## config.mk

```make
export PLATFORM = sky130hd
export DESIGN_NAME = decimal_token_lexer_core_flat
export DESIGN_NICKNAME = d
export VERILOG_FILES = /design/src/design/dtl_pkg.sv /design/src/design/dtl_ifs.sv /design/src/design/dtl_ctrl.sv /design/src/design/dtl_datapath.sv /design/src/design/decimal_token_lexer_core.sv /design/src/flat_wrapper.sv
export SDC_FILE = /design/constraint.sdc
export NUM_CORES = 2
export LEC_CHECK = 0
export ABC_CLOCK_PERIOD_IN_PS = 22000
export BUFFER_PORTS_ARGS = -buffer_cell sky130_fd_sc_hd__buf_2
export CORE_ASPECT_RATIO = 1.1
export CORE_UTILIZATION = 65
export CTS_CLUSTER_DIAMETER = 120
export DETAILED_ROUTE_END_ITERATION = 10
export PLACE_DENSITY = 0.8
export SYNTH_ARGS = -nofsm -noshare
export SYNTH_HDL_FRONTEND = slang
export SYNTH_HIERARCHICAL = 1
export SYNTH_SLANG_ARGS = --single-unit
```

## constraint.sdc

```tcl
create_clock -name clock -period 22 [get_ports clock]
set_input_delay 2.2 -clock clock [delete_from_list [all_inputs] [get_ports clock]]
set_output_delay 2.2 -clock clock [all_outputs]
set_load 0.005 [all_outputs]
```

## src/design/dtl_pkg.sv

```systemverilog
`default_nettype none

package dtl_pkg;

   localparam int MAX_SYMBOL_DEFAULT = 64;
   localparam logic [6:0] MAX_LENGTH_RESET = 7'd64;
   localparam logic [30:0] MAG_MAX = 31'h7FFF_FFFF;
   localparam logic [31:0] DIV10_RECIP = 32'hCCCC_CCCD;
   localparam int DIV10_SHIFT = 35;
   localparam logic [6:0] SCALE_MAX = 7'h7F;
   localparam logic [6:0] SCALE_DIV_LIMIT = 7'd10;

   localparam logic [7:0] CHAR_SPACE = 8'h20;
   localparam logic [7:0] CHAR_MINUS = 8'h2D;
   localparam logic [7:0] CHAR_POINT = 8'h2E;
   localparam logic [7:0] CHAR_COMMA = 8'h2C;
   localparam logic [7:0] CHAR_DIGIT_LO = 8'd48;
   localparam logic [7:0] CHAR_DIGIT_HI = 8'd57;
   localparam logic [7:0] CHAR_ALPHA_LO = 8'd65;
   localparam logic [7:0] CHAR_ALPHA_HI = 8'd122;

   typedef enum logic [1:0] {
      CMD_BEGIN   = 2'd0,
      CMD_PRESENT = 2'd1,
      CMD_READ    = 2'd2
   } cmd_type;

   typedef enum logic [1:0] {
      ST_IDLE,
      ST_EXEC,
      ST_DIV,
      ST_EMIT
   } state_type;

   typedef struct packed {
      logic capture;
      logic execute;
      logic div_step;
      logic emit;
   } ctl_cmd_type;

   typedef struct packed {
      logic div_done;
      logic slot_free;
   } dp_status_type;

   function automatic logic is_digit(input logic [7:0] b);
      return (b >= CHAR_DIGIT_LO) && (b <= CHAR_DIGIT_HI);
   endfunction

   function automatic logic is_accepted(input logic [7:0] b);
      return (b == CHAR_MINUS) || (b == CHAR_POINT) || (b == CHAR_COMMA) || is_digit(b)
         || ((b >= CHAR_ALPHA_LO) && (b <= CHAR_ALPHA_HI));
   endfunction

endpackage

`default_nettype wire

```

## src/design/dtl_ifs.sv

```systemverilog
`default_nettype none

interface dtl_req_if;
   logic       valid;
   logic       ready;
   logic [1:0] command;
   logic [7:0] character;
   logic [5:0] read_index;

   modport source (output valid, command, character, read_index, input ready);
   modport sink (input valid, command, character, read_index, output ready);
endinterface

interface dtl_rsp_if;
   logic               valid;
   logic               ready;
   logic               complete;
   logic [7:0]         last_char;
   logic [6:0]         token_length;
   logic [30:0]        magnitude;
   logic               is_negative;
   logic [6:0]         scale;
   logic signed [31:0] int_value;
   logic [7:0]         read_char;

   modport source (output valid, complete, last_char, token_length, magnitude, is_negative,
                   scale, int_value, read_char, input ready);
   modport sink (input valid, complete, last_char, token_length, magnitude, is_negative,
                 scale, int_value, read_char, output ready);
endinterface

`default_nettype wire

```

## src/design/dtl_ctrl.sv

```systemverilog
`default_nettype none

module dtl_ctrl (
   input  wire logic                   clock,
   input  wire logic                   reset,
   input  wire logic                   req_valid,
   input  wire dtl_pkg::dp_status_type status,
   output logic                        req_ready,
   output dtl_pkg::ctl_cmd_type        ctl
);

   dtl_pkg::state_type state_ff, state_in;

   always_ff @(posedge clock) begin
      if (reset) begin
         state_ff <= dtl_pkg::ST_IDLE;
      end else begin
         state_ff <= state_in;
      end
   end

   always_comb begin
      state_in = state_ff;
      unique case (state_ff)
         dtl_pkg::ST_IDLE: begin
            if (req_valid) state_in = dtl_pkg::ST_EXEC;
         end
         dtl_pkg::ST_EXEC: begin
            state_in = dtl_pkg::ST_DIV;
         end
         dtl_pkg::ST_DIV: begin
            if (status.div_done) state_in = dtl_pkg::ST_EMIT;
         end
         dtl_pkg::ST_EMIT: begin
            if (status.slot_free) state_in = dtl_pkg::ST_IDLE;
         end
         default: state_in = dtl_pkg::ST_IDLE;
      endcase
   end

   always_comb begin
      req_ready    = 1'b0;
      ctl          = '0;
      unique case (state_ff)
         dtl_pkg::ST_IDLE: begin
            req_ready   = 1'b1;
            ctl.capture = req_valid;
         end
         dtl_pkg::ST_EXEC: begin
            ctl.execute = 1'b1;
         end
         dtl_pkg::ST_DIV: begin
            ctl.div_step = !status.div_done;
         end
         dtl_pkg::ST_EMIT: begin
            ctl.emit = status.slot_free;
         end
         default: ;
      endcase
   end

endmodule

`default_nettype wire

```

## src/design/dtl_datapath.sv

```systemverilog
`default_nettype none

module dtl_datapath #(
   parameter int MAX_SYMBOL = dtl_pkg::MAX_SYMBOL_DEFAULT
) (
   input  wire logic                 clock,
   input  wire logic                 reset,
   input  wire logic                 csr_wr_en,
   input  wire logic [6:0]           csr_wr_data,
   input  wire dtl_pkg::ctl_cmd_type ctl,
   output dtl_pkg::dp_status_type    status,
   input  wire logic [1:0]           req_command,
   input  wire logic [7:0]           req_character,
   input  wire logic [5:0]           req_read_index,
   input  wire logic                 rsp_ready,
   output logic                      rsp_valid,
   output logic                      rsp_complete,
   output logic [7:0]                rsp_last_char,
   output logic [6:0]                rsp_token_length,
   output logic [30:0]               rsp_magnitude,
   output logic                      rsp_is_negative,
   output logic [6:0]                rsp_scale,
   output logic signed [31:0]        rsp_int_value,
   output logic [7:0]                rsp_read_char
);

   localparam int AddrWidth = (MAX_SYMBOL > 1) ? $clog2(MAX_SYMBOL) : 1;
   localparam logic [8:0] SymCount = 9'(MAX_SYMBOL);

   logic [7:0] mem [MAX_SYMBOL];

   dtl_pkg::cmd_type cap_cmd_ff;
   logic [7:0]       cap_char_ff;
   logic [5:0]       cap_idx_ff;

   logic [6:0]  max_len_ff;
   logic [30:0] acc_ff, acc_in;
   logic        minus_ff, minus_in;
   logic        point_ff, point_in;
   logic [6:0]  scale_ff, scale_in;
   logic [6:0]  cnt_ff, cnt_in;
   logic        done_ff, done_in;
   logic [7:0]  recent_ff, recent_in;

   logic [30:0] quo_ff, quo_in;
   logic [3:0]  rem_ff, rem_in;
   logic [7:0]  rd_data_ff;
   logic        rd_hit_ff;

   logic        rsp_valid_ff, rsp_valid_in;

   logic                 mem_we;
   logic [AddrWidth-1:0] wr_addr;
   logic [AddrWidth-1:0] rd_addr;
   logic [8:0]           limit;
   logic                 full;
   logic [34:0]          acc_x10;
   logic [63:0]          div_prod;
   logic [31:0]          quo_signed;

   assign wr_addr  = AddrWidth'(cnt_ff);
   assign rd_addr  = AddrWidth'(cap_idx_ff);
   assign limit    = ({2'b00, max_len_ff} < SymCount) ? {2'b00, max_len_ff} : SymCount;
   assign full     = {2'b00, cnt_ff} >= limit;
   assign acc_x10  = ({4'b0000, acc_ff} << 3) + ({4'b0000, acc_ff} << 1)
                     + 35'(cap_char_ff - dtl_pkg::CHAR_DIGIT_LO);
   assign div_prod = {1'b0, quo_ff} * dtl_pkg::DIV10_RECIP;
   assign quo_signed = minus_ff ? (32'd0 - {1'b0, quo_ff}) : {1'b0, quo_ff};

   assign status    = '{div_done: (rem_ff == 4'd0), slot_free: (!rsp_valid_ff || rsp_ready)};
   assign rsp_valid = rsp_valid_ff;

   always_ff @(posedge clock) begin
      if (ctl.capture) begin
         cap_cmd_ff  <= dtl_pkg::cmd_type'(req_command);
         cap_char_ff <= req_character;
         cap_idx_ff  <= req_read_index;
      end
   end

   always_ff @(posedge clock) begin
      if (reset) begin
         max_len_ff <= dtl_pkg::MAX_LENGTH_RESET;
      end else if (csr_wr_en) begin
         max_len_ff <= csr_wr_data;
      end
   end

   always_comb begin
      acc_in    = acc_ff;
      minus_in  = minus_ff;
      point_in  = point_ff;
      scale_in  = scale_ff;
      cnt_in    = cnt_ff;
      done_in   = done_ff;
      recent_in = recent_ff;
      mem_we    = 1'b0;
      if (ctl.execute) begin
         unique case (cap_cmd_ff)
            dtl_pkg::CMD_BEGIN: begin
               acc_in    = '0;
               minus_in  = 1'b0;
               point_in  = 1'b0;
               scale_in  = '0;
               cnt_in    = '0;
               done_in   = 1'b0;
               recent_in = '0;
            end
            dtl_pkg::CMD_PRESENT: begin
               if (!done_ff) begin
                  recent_in = cap_char_ff;
                  if (cap_char_ff != dtl_pkg::CHAR_SPACE) begin
                     if (!dtl_pkg::is_accepted(cap_char_ff) || full) begin
                        done_in = 1'b1;
                     end else begin
                        mem_we = 1'b1;
                        cnt_in = cnt_ff + 7'd1;
                        if (point_ff && (scale_ff != dtl_pkg::SCALE_MAX)) begin
                           scale_in = scale_ff + 7'd1;
                        end
                        if (cap_char_ff == dtl_pkg::CHAR_MINUS) begin
                           minus_in = 1'b1;
                        end else if (dtl_pkg::is_digit(cap_char_ff)) begin
                           acc_in = (acc_x10 > {4'b0000, dtl_pkg::MAG_MAX}) ?
                                    dtl_pkg::MAG_MAX : acc_x10[30:0];
                        end else if ((cap_char_ff == dtl_pkg::CHAR_POINT)
                                     || (cap_char_ff == dtl_pkg::CHAR_COMMA)) begin
                           point_in = 1'b1;
                        end
                     end
                  end
               end
            end
            default: ;
         endcase
      end
   end

   always_comb begin
      quo_in = quo_ff;
      rem_in = rem_ff;
      if (ctl.execute) begin
         if (scale_in < dtl_pkg::SCALE_DIV_LIMIT) begin
            quo_in = acc_in;
            rem_in = scale_in[3:0];
         end else begin
            quo_in = '0;
            rem_in = '0;
         end
      end else if (ctl.div_step) begin
         quo_in = {2'b00, div_prod[63:dtl_pkg::DIV10_SHIFT]};
         rem_in = rem_ff - 4'd1;
      end
   end

   always_comb begin
      rsp_valid_in = rsp_valid_ff;
      if (ctl.emit) begin
         rsp_valid_in = 1'b1;
      end else if (rsp_ready) begin
         rsp_valid_in = 1'b0;
      end
   end

   always_ff @(posedge clock) begin
      if (reset) begin
         acc_ff       <= '0;
         minus_ff     <= 1'b0;
         point_ff     <= 1'b0;
         scale_ff     <= '0;
         cnt_ff       <= '0;
         done_ff      <= 1'b0;
         recent_ff    <= '0;
         rem_ff       <= '0;
         rsp_valid_ff <= 1'b0;
      end else begin
         acc_ff       <= acc_in;
         minus_ff     <= minus_in;
         point_ff     <= point_in;
         scale_ff     <= scale_in;
         cnt_ff       <= cnt_in;
         done_ff      <= done_in;
         recent_ff    <= recent_in;
         rem_ff       <= rem_in;
         rsp_valid_ff <= rsp_valid_in;
      end
   end

   always_ff @(posedge clock) begin
      quo_ff <= quo_in;
   end

   always_ff @(posedge clock) begin
      if (mem_we) begin
         mem[wr_addr] <= cap_char_ff;
      end
      if (ctl.execute) begin
         rd_data_ff <= mem[rd_addr];
         rd_hit_ff  <= (cap_cmd_ff == dtl_pkg::CMD_READ) && ({1'b0, cap_idx_ff} < cnt_ff);
      end
   end

   always_ff @(posedge clock) begin
      if (ctl.emit) begin
         rsp_complete     <= done_ff;
         rsp_last_char    <= recent_ff;
         rsp_token_length <= cnt_ff;
         rsp_magnitude    <= acc_ff;
         rsp_is_negative  <= minus_ff;
         rsp_scale        <= scale_ff;
         rsp_int_value    <= quo_signed;
         rsp_read_char    <= rd_hit_ff ? rd_data_ff : 8'd0;
      end
   end

   assert property (@(posedge clock) disable iff (reset) {2'b00, cnt_ff} <= SymCount)
      else $error("stored count beyond store depth");

   assert property (@(posedge clock) disable iff (reset) scale_ff <= cnt_ff)
      else $error("scale exceeds stored count");

   assert property (@(posedge clock) disable iff (reset)
      done_ff && !(ctl.execute && (cap_cmd_ff == dtl_pkg::CMD_BEGIN)) |=> $stable(cnt_ff))
      else $error("count moved after token completed");

   assert property (@(posedge clock) disable iff (reset) ctl.emit |=> rsp_valid_ff)
      else $error("emitted transaction not presented");

endmodule

`default_nettype wire

```

## src/design/decimal_token_lexer_core.sv

```systemverilog
// Decimal token lexer: each request transaction carries a command (begin, present byte, read
// stored byte) and returns exactly one response transaction with the token status: complete
// flag, last byte, length, saturating magnitude, sign, scale, the integer value truncated
// toward zero and, for a read, the stored byte. The csr port sets the maximum token length
// (reset 64). One request is processed at a time: after acceptance it is executed, then the
// divide-by-ten unit removes one decimal place per cycle until the scale is used up (no step
// when scale is 10 or more, where the integer value is zero), then the response is emitted
// once the output register is free; the response sits in that register so the next request
// is accepted while it waits to be taken.
`default_nettype none

module decimal_token_lexer_core #(
   parameter int MAX_SYMBOL = dtl_pkg::MAX_SYMBOL_DEFAULT
) (
   input  wire logic       clock,
   input  wire logic       reset,
   input  wire logic       csr_wr_en,
   input  wire logic [6:0] csr_wr_data,
   dtl_req_if.sink         req_if,
   dtl_rsp_if.source       rsp_if
);

   dtl_pkg::ctl_cmd_type   ctl;
   dtl_pkg::dp_status_type status;
   logic                   req_ready;

   assign req_if.ready = req_ready;

   dtl_ctrl u_ctrl (
      .clock     (clock),
      .reset     (reset),
      .req_valid (req_if.valid),
      .status    (status),
      .req_ready (req_ready),
      .ctl       (ctl)
   );

   dtl_datapath #(
      .MAX_SYMBOL (MAX_SYMBOL)
   ) u_datapath (
      .clock            (clock),
      .reset            (reset),
      .csr_wr_en        (csr_wr_en),
      .csr_wr_data      (csr_wr_data),
      .ctl              (ctl),
      .status           (status),
      .req_command      (req_if.command),
      .req_character    (req_if.character),
      .req_read_index   (req_if.read_index),
      .rsp_ready        (rsp_if.ready),
      .rsp_valid        (rsp_if.valid),
      .rsp_complete     (rsp_if.complete),
      .rsp_last_char    (rsp_if.last_char),
      .rsp_token_length (rsp_if.token_length),
      .rsp_magnitude    (rsp_if.magnitude),
      .rsp_is_negative  (rsp_if.is_negative),
      .rsp_scale        (rsp_if.scale),
      .rsp_int_value    (rsp_if.int_value),
      .rsp_read_char    (rsp_if.read_char)
   );

endmodule

`default_nettype wire
```

## src/flat_wrapper.sv

```systemverilog
// flat-port wrapper written by rule: the top's interface ports become plain ports
module decimal_token_lexer_core_flat 
#(
   parameter int MAX_SYMBOL = dtl_pkg::MAX_SYMBOL_DEFAULT
)
  (clock, reset, csr_wr_en, csr_wr_data, req_if_valid, req_if_command, req_if_character, req_if_read_index, req_if_ready, rsp_if_valid, rsp_if_complete, rsp_if_last_char, rsp_if_token_length, rsp_if_magnitude, rsp_if_is_negative, rsp_if_scale, rsp_if_int_value, rsp_if_read_char, rsp_if_ready);
  dtl_req_if req_if_i ();
  dtl_rsp_if rsp_if_i ();
  input  wire logic clock;
  input  wire logic reset;
  input  wire logic csr_wr_en;
  input  wire logic [6:0] csr_wr_data;
  input wire logic [$bits(req_if_i.valid)-1:0] req_if_valid;
  input wire logic [$bits(req_if_i.command)-1:0] req_if_command;
  input wire logic [$bits(req_if_i.character)-1:0] req_if_character;
  input wire logic [$bits(req_if_i.read_index)-1:0] req_if_read_index;
  output wire logic [$bits(req_if_i.ready)-1:0] req_if_ready;
  output wire logic [$bits(rsp_if_i.valid)-1:0] rsp_if_valid;
  output wire logic [$bits(rsp_if_i.complete)-1:0] rsp_if_complete;
  output wire logic [$bits(rsp_if_i.last_char)-1:0] rsp_if_last_char;
  output wire logic [$bits(rsp_if_i.token_length)-1:0] rsp_if_token_length;
  output wire logic [$bits(rsp_if_i.magnitude)-1:0] rsp_if_magnitude;
  output wire logic [$bits(rsp_if_i.is_negative)-1:0] rsp_if_is_negative;
  output wire logic [$bits(rsp_if_i.scale)-1:0] rsp_if_scale;
  output wire logic [$bits(rsp_if_i.int_value)-1:0] rsp_if_int_value;
  output wire logic [$bits(rsp_if_i.read_char)-1:0] rsp_if_read_char;
  input wire logic [$bits(rsp_if_i.ready)-1:0] rsp_if_ready;
  assign req_if_i.valid = req_if_valid;
  assign req_if_i.command = req_if_command;
  assign req_if_i.character = req_if_character;
  assign req_if_i.read_index = req_if_read_index;
  assign req_if_ready = req_if_i.ready;
  assign rsp_if_valid = rsp_if_i.valid;
  assign rsp_if_complete = rsp_if_i.complete;
  assign rsp_if_last_char = rsp_if_i.last_char;
  assign rsp_if_token_length = rsp_if_i.token_length;
  assign rsp_if_magnitude = rsp_if_i.magnitude;
  assign rsp_if_is_negative = rsp_if_i.is_negative;
  assign rsp_if_scale = rsp_if_i.scale;
  assign rsp_if_int_value = rsp_if_i.int_value;
  assign rsp_if_read_char = rsp_if_i.read_char;
  assign rsp_if_i.ready = rsp_if_ready;
  decimal_token_lexer_core #(.MAX_SYMBOL(MAX_SYMBOL)) u_core (.clock(clock), .reset(reset), .csr_wr_en(csr_wr_en), .csr_wr_data(csr_wr_data), .req_if(req_if_i), .rsp_if(rsp_if_i));
endmodule
```

# Yosys cells after proc, flatten, opt, wreduce, memory -nomap -nowiden
# Memory sizes are Yosys's and may differ from the RTL's. A register that Yosys moved wholly into a read port is not among the register bits.
# Index checks and enable logic that the tools add are counted.
[word_totals]
latch_bits = 0
elab_cells = 151
mem_count = 1
in_bits = 28
ram_bits = 512
output_inout_bits = 97
reg_bits = 213
rom_bits = 0
[op_classes]
eq_ne = 20
shifts = 0
div = 0
reduce_logical = 26
addsub = 7
mul = 1
n_bitwise = 0
n_lt_le_gt_ge = 9
muxes = 62
[mem_list]
columns = ["name", "words", "word_bits", "rd", "rd_clocked_by_memory_dff", "write_ports", "line", "text"]
rows = [
  ["u_core.u_datapath.mem", 64, 8, 1, 1, 1, "dtl_datapath.sv:30", "logic [7:0] mem [MAX_SYMBOL];"],
]
[op_table]
columns = ["cell", "count"]
rows = [
  ["2-to-1 mux 31 bit", 11],
  ["multiplier 31 x 32 -> 63 bit, second input constant", 1],
  ["2-to-1 mux 7 bit", 9],
  ["one-hot mux 31 bit (2 select lines)", 1],
  ["adder 34 x 32 -> 35 bit", 1],
  ["adder 35 bit", 1],
  ["> comparator 35 x 31 -> 1 bit, second input constant", 1],
  ["subtractor 1 x 31 -> 32 bit, first input constant", 1],
  ["one-hot mux 7 bit (2 select lines)", 2],
  ["2-to-1 mux 1 bit", 27],
  ["equality test 8 x 6 -> 1 bit, second input constant", 3],
  ["inequality test 2 bit, second input constant", 10],
  ["one-hot mux 8 bit (2 select lines)", 1],
  ["adder 7 x 1 -> 7 bit, second input constant", 2],
  ["2-to-1 mux 4 bit", 3],
  ["subtractor 8 x 6 -> 9 bit, second input constant", 1],
  [">= comparator 8 x 6 -> 1 bit, second input constant", 1],
  [">= comparator 8 x 7 -> 1 bit, second input constant", 1],
  ["less-or-equal comparator 8 x 6 -> 1 bit, second input constant", 1],
  ["less-or-equal comparator 8 x 7 -> 1 bit, second input constant", 1],
  ["2-to-1 mux 8 bit", 1],
  ["inequality test 8 x 6 -> 1 bit, second input constant", 1],
  ["one-hot mux 2 bit (4 select lines)", 1],
  ["AND reduction 8 bit", 1],
  ["20 further kinds", 42],
]

# Depth between registers and ports, before layout
[depth]
word_depth = 15
ltp_mapped = 27
depth_no_buf = 27

# Hierarchy
# The synthesis kept the hierarchy.
[by_module_without_submodules]
columns = ["mod", "cells_each", "instances", "seq_area_each_um2", "area_per_inst_um2"]
rows = [
  ["dtl_datapath", 3177, 1, 21270.4, 43656.9],
  ["dtl_ctrl", 20, 1, 40.0, 209.0],
]

# Worst setup path before layout
# Ideal clock, no wire load.
[synth_timing]
path_type = "register -> register"
start = "reg u_core.u_datapath.cap_char_ff[4]"
end = "reg u_core.u_datapath.quo_ff[11], data pin"
stages_incl_launch_ff = 16
setup_slack_ns = 14.892
path_buffers = 2
setup_time_ns = 0.273
t_required_ns = 21.727
t_arrival_ns = 6.834
synth_period_minus_slack_ns = 7.108
path_cell_list = "edfxtp_1 > ha_1 > nor3_1 > fa_1 > ha_1 > clkbuf_1 > a21oi_1 > nand2_1 > a221oi_2 > o211ai_1 > a21o_1 > a211oi_2 > nand4b_1 > buf_2 > a211oi_1 > o32ai_1"
[synth_via]
elab_chain_len = 15
word_cells_on_any_way = 35
classes_between = "2 x add/sub; 6 x order compare; 4 x eq/ne; 15 x mux; 8 x reduce/logical"
[synth_lines]
columns = ["item", "line", "text"]
rows = [
  ["from (decl)", "dtl_datapath.sv:33", "logic [7:0] cap_char_ff;"],
  ["from (signal assigned)", "dtl_datapath.sv:76", "cap_char_ff <= req_character;"],
  ["branches (longest 13 deep; another with adder 35 bit)", "-", ""],
  ["2-to-1 mux 31 bit (*)", "dtl_datapath.sv:143", "if (scale_in < dtl_pkg::SCALE_DIV_LIMIT) begin"],
  ["2-to-1 mux 31 bit (*)", "dtl_datapath.sv:142", "if (ctl.execute) begin"],
  ["net u_core.u_datapath.quo_in[11]", "dtl_datapath.sv:45", "logic [30:0] quo_ff, quo_in;"],
  ["to (signal assigned)", "dtl_datapath.sv:190", "quo_ff <= quo_in;"],
  ["to (decl)", "dtl_datapath.sv:45", ""],
]
# Mark *: on every way through the listed nets, which the timed path passes.
# A chain may end at the register's enable or synchronous reset.

# Worst setup path after layout
[layout_timing]
start = "reg u_core.u_datapath.quo_ff[18]"
end = "reg u_core.u_datapath.quo_ff[27], data pin"
[layout_via]
elab_chain_len = 3
[layout_lines]
columns = ["item", "line", "text"]
rows = [
  ["multiplier 31 x 32 -> 63 bit", "dtl_datapath.sv:67", "assign div_prod = {1'b0, quo_ff} * dtl_pkg::DIV10_RECIP;"],
  ["2-to-1 mux 31 bit", "dtl_datapath.sv:150", "end else if (ctl.div_step) begin"],
  ["2-to-1 mux 31 bit", "dtl_datapath.sv:142", ""],
  ["net u_core.u_datapath.quo_in[27]", "dtl_datapath.sv:45", ""],
]
# The timed path passes the listed nets, and every way through them passes these cells. The select of a mux whose other input is x is not followed.

==> results.toml <==
[critical_path]
reg2reg_depth = 24
cp-end-kind = "flop"
crit_type = "flop to flop"
r2r-start = "u_core/u_datapath/quo_ff[18]"
start_kind = "flop"
cp_num_buf_inv = 6
rr_endpoint = "u_core/u_datapath/quo_ff[27]"
critPathArrivalTime_ns = 9.28
r2r_setup_slack_ns = 13.08
cp_max_fo = 6
max_stage_delay_ns = 0.74
path_cells = "ha_1 -> inv_1 -> fa_1 -> inv_1 -> fa_1 -> inv_1 -> fa_1 -> inv_1 -> fa_1 -> inv_1 -> fa_1 -> fa_1 -> inv_1 -> ha_1 -> ha_1 -> a21oi_1 -> o21ai_0 -> nor3_1 -> nand4_1 -> o2111ai_1 -> a211oi_1 -> o41ai_1 -> xnor2_1 -> o22ai_1"
critPathRequiredTime_ns = 22.36
cp_top_family = "adder cells"
worstSetupStartpoint = "u_core/u_datapath/quo_ff[18]"
slowest_stage = "nor3_1"

[logic_synthesis]
synth_ff_type = "edfxtp_1"
netlist_instances = 3197
yosys-top-cells-area = "edfxtp_1 (45%), fa_1 (12%), ha_1 (11%), mux4_2 (8.6%), inv_1 (4.1%)"
postSynth.asyncResetShare_pct = 0
synth_fp_nets = 3874
synth_top_area_cell = "edfxtp_1"
synth_seq_cells = 733
seq_area_frac_synth_pct = 48.58
synth_area_per_cell_um2 = 13.72
syn-cell-area_um2 = 43870
synth_common_cells = "edfxtp_1 (663), inv_1 (476), ha_1 (376)"
synth_edf_count = 663
synth_top_area_share_pct = 45.39
ys.warnings.count = 6
yosys.cell_count.top_type = "edfxtp_1"
synth_cell_types = 85

[route]
drt_iter0_drc = 2917
final_antenna_net_count = 0
vias = 27620
first_pass_iters = 6
drt-total-wl_um = 115100
wl_per_cell_um = 27.09
avgViaCountPerCell = 6.498
drc = 0

[cells_and_area]
syn2layout_area_growth_pct = 8.817
drive_above_1_share_pct = 13.83
num_antenna_cells = 0
nets = 4008
final_cells = 4250

[run_status]
status = "complete, no violations"

[job]
drv_cap = 0

[timing]
worst_pin_slew_ns = 1.344
finalSetupViolations = 0
fin_worst_hold_slack_ns = 0.4477
rsz0062_at_grt = "false"
clock_skew_ns = 0.04341
drv_slew = 0
fmax_mhz = 112.1
max_slew_margin_pct = 9.200
period_share_pct = 40.56
min_period_ns = 8.924
hold_viol = 0
tns_ns = 0

[clock_tree]
cts_buffers = 74
clock-sinks = 733
ctsLongestPathBuffers = 3
htreeDepth = 3
cts_tree = "built"
post_cts_buffers = 0
clk_pin_slew_ns = 0.06
cts_resized = 0
ctsHoldBuffers = 0
cts.root.buffer_cell = "clkbuf_16"
clk_latency_ns = 0.65

[min_path]
min_to = "u_core/u_datapath/rsp_last_char[1]"
hold_depth = 0
hold_start = "u_core/u_datapath/recent_ff[1]"
hp-class = "flop to flop"

[global_route]
grt_max_degree = 74
grt_pass1_wl_um = 173700
grt_overflow = 0
antenna_found_initial = 1
grt_pass1_vias = 28780
grt_usage_pct = 34.39

[placed_design]
place_inst = 4113
io_buffers = 124
place_hpwl_um = 79020
gp_routability_congestion = 0.9669

[floorplanning]
die_y_um = 274.5
die_area_um2 = 68530
rows = 99
die_w_um = 249.7
initial_utilization_pct = 65.95
core_um2 = 66520
ios = 125
cells by family after synthesis:
kind of cell	share of synthesized area, %
XOR/XNOR	1.737
buffers and inverters	4.946
AO/OA/AOI/OAI	6.449
flip-flops	48.58
AND/OR/NAND/NOR	6.247
adder cells (fa/ha/maj)	23.18
multiplexers	8.857
sequential cells by signal, indices dropped and copies added, names as in the netlist, 2 cells and up:
signal / count
u_core/u_datapath/acc_ff: 31
u_core/u_datapath/cnt_ff: 7
u_core/u_datapath/rsp_read_char: 8
u_core/u_datapath/cap_cmd_ff: 2
u_core/u_datapath/mem: 512
u_core/u_datapath/rsp_last_char: 8
u_core/u_datapath/scale_ff: 7
u_core/u_datapath/rsp_token_length: 7
u_core/u_datapath/rd_data_ff: 8
u_core/u_ctrl/state_ff: 2
u_core/u_datapath/recent_ff: 8
u_core/u_datapath/rsp_int_value: 32
u_core/u_datapath/max_len_ff: 7
u_core/u_datapath/rem_ff: 4
u_core/u_datapath/cap_idx_ff: 6
u_core/u_datapath/cap_char_ff: 8
u_core/u_datapath/quo_ff: 31
u_core/u_datapath/rsp_magnitude: 31
u_core/u_datapath/rsp_scale: 7
through the flow:
step	setup WS [ns]	util (%)	area, µm²
2_1_floorplan	14.89	-	43870
3_3_place_gp	13.28	68.20	45370
3_5_place_dp	13.24	68.20	45370
4_1_cts	13.15	71.76	47730
5_1_grt	12.75	71.76	47730
6_report	13.08	71.76	47730
layer usage:
metal  GRT usage [%]  vias up  part of all wire [%]
met1           40.34    13970                    35
met2           61.24     1456                    52
met5               0        -                 0.011
li1                -    11840                     -
met4           18.63        2                   5.9
met3           5.060      344                   6.8
worst register-to-register path, delay by kind of cell (launching register included):
kind / cells / cell delay, ns
AND/OR/NAND/NOR: 2 / 1.19
XOR/XNOR: 1 / 0.17
buffers and inverters: 6 / 0.49
flip-flops: 1 / 0.64
AO/OA/AOI/OAI: 6 / 1.80
adder cells (fa/ha/maj): 9 / 4.36
area by class of cell:
cell class              instances  area, µm²
flip-flops and latches        733      21310
multi-input cells            1898      20400
fillers                      4204      18780
clock buffers                  92       1929
inverters                     477       1790
well taps                     858       1074
repair buffers                147      793.3
clock inverters                45      437.9
layout by cell type, fill, tap and decap left out, types with 70 or more instances in the layout:
cell type,synthesis,final
edfxtp_1,663,663
inv_1,476,476
ha_1,376,375
fa_1,273,273
mux4_2,168,168
nor2_1,167,166
nand2_1,151,151
a21oi_1,135,135
buf_2,3,124
clkbuf_16,0,74
dfxtp_1,70,70
o21ai_0,70,70
worst max path at each step:
stage          depth (start not counted)                      endpoint
3_3_place_gp                          25  u_core/u_datapath/quo_ff[27]
3_5_place_dp                          25  u_core/u_datapath/quo_ff[27]
5_1_grt                               25  u_core/u_datapath/quo_ff[27]
2_1_floorplan                         15  u_core/u_datapath/quo_ff[11]
6_report                              24  u_core/u_datapath/quo_ff[27]
4_1_cts                               25  u_core/u_datapath/quo_ff[27]
Power is left out: the tool's default activity adds up to more than one toggle a clock period on the data nets, which glitch-free logic cannot reach.
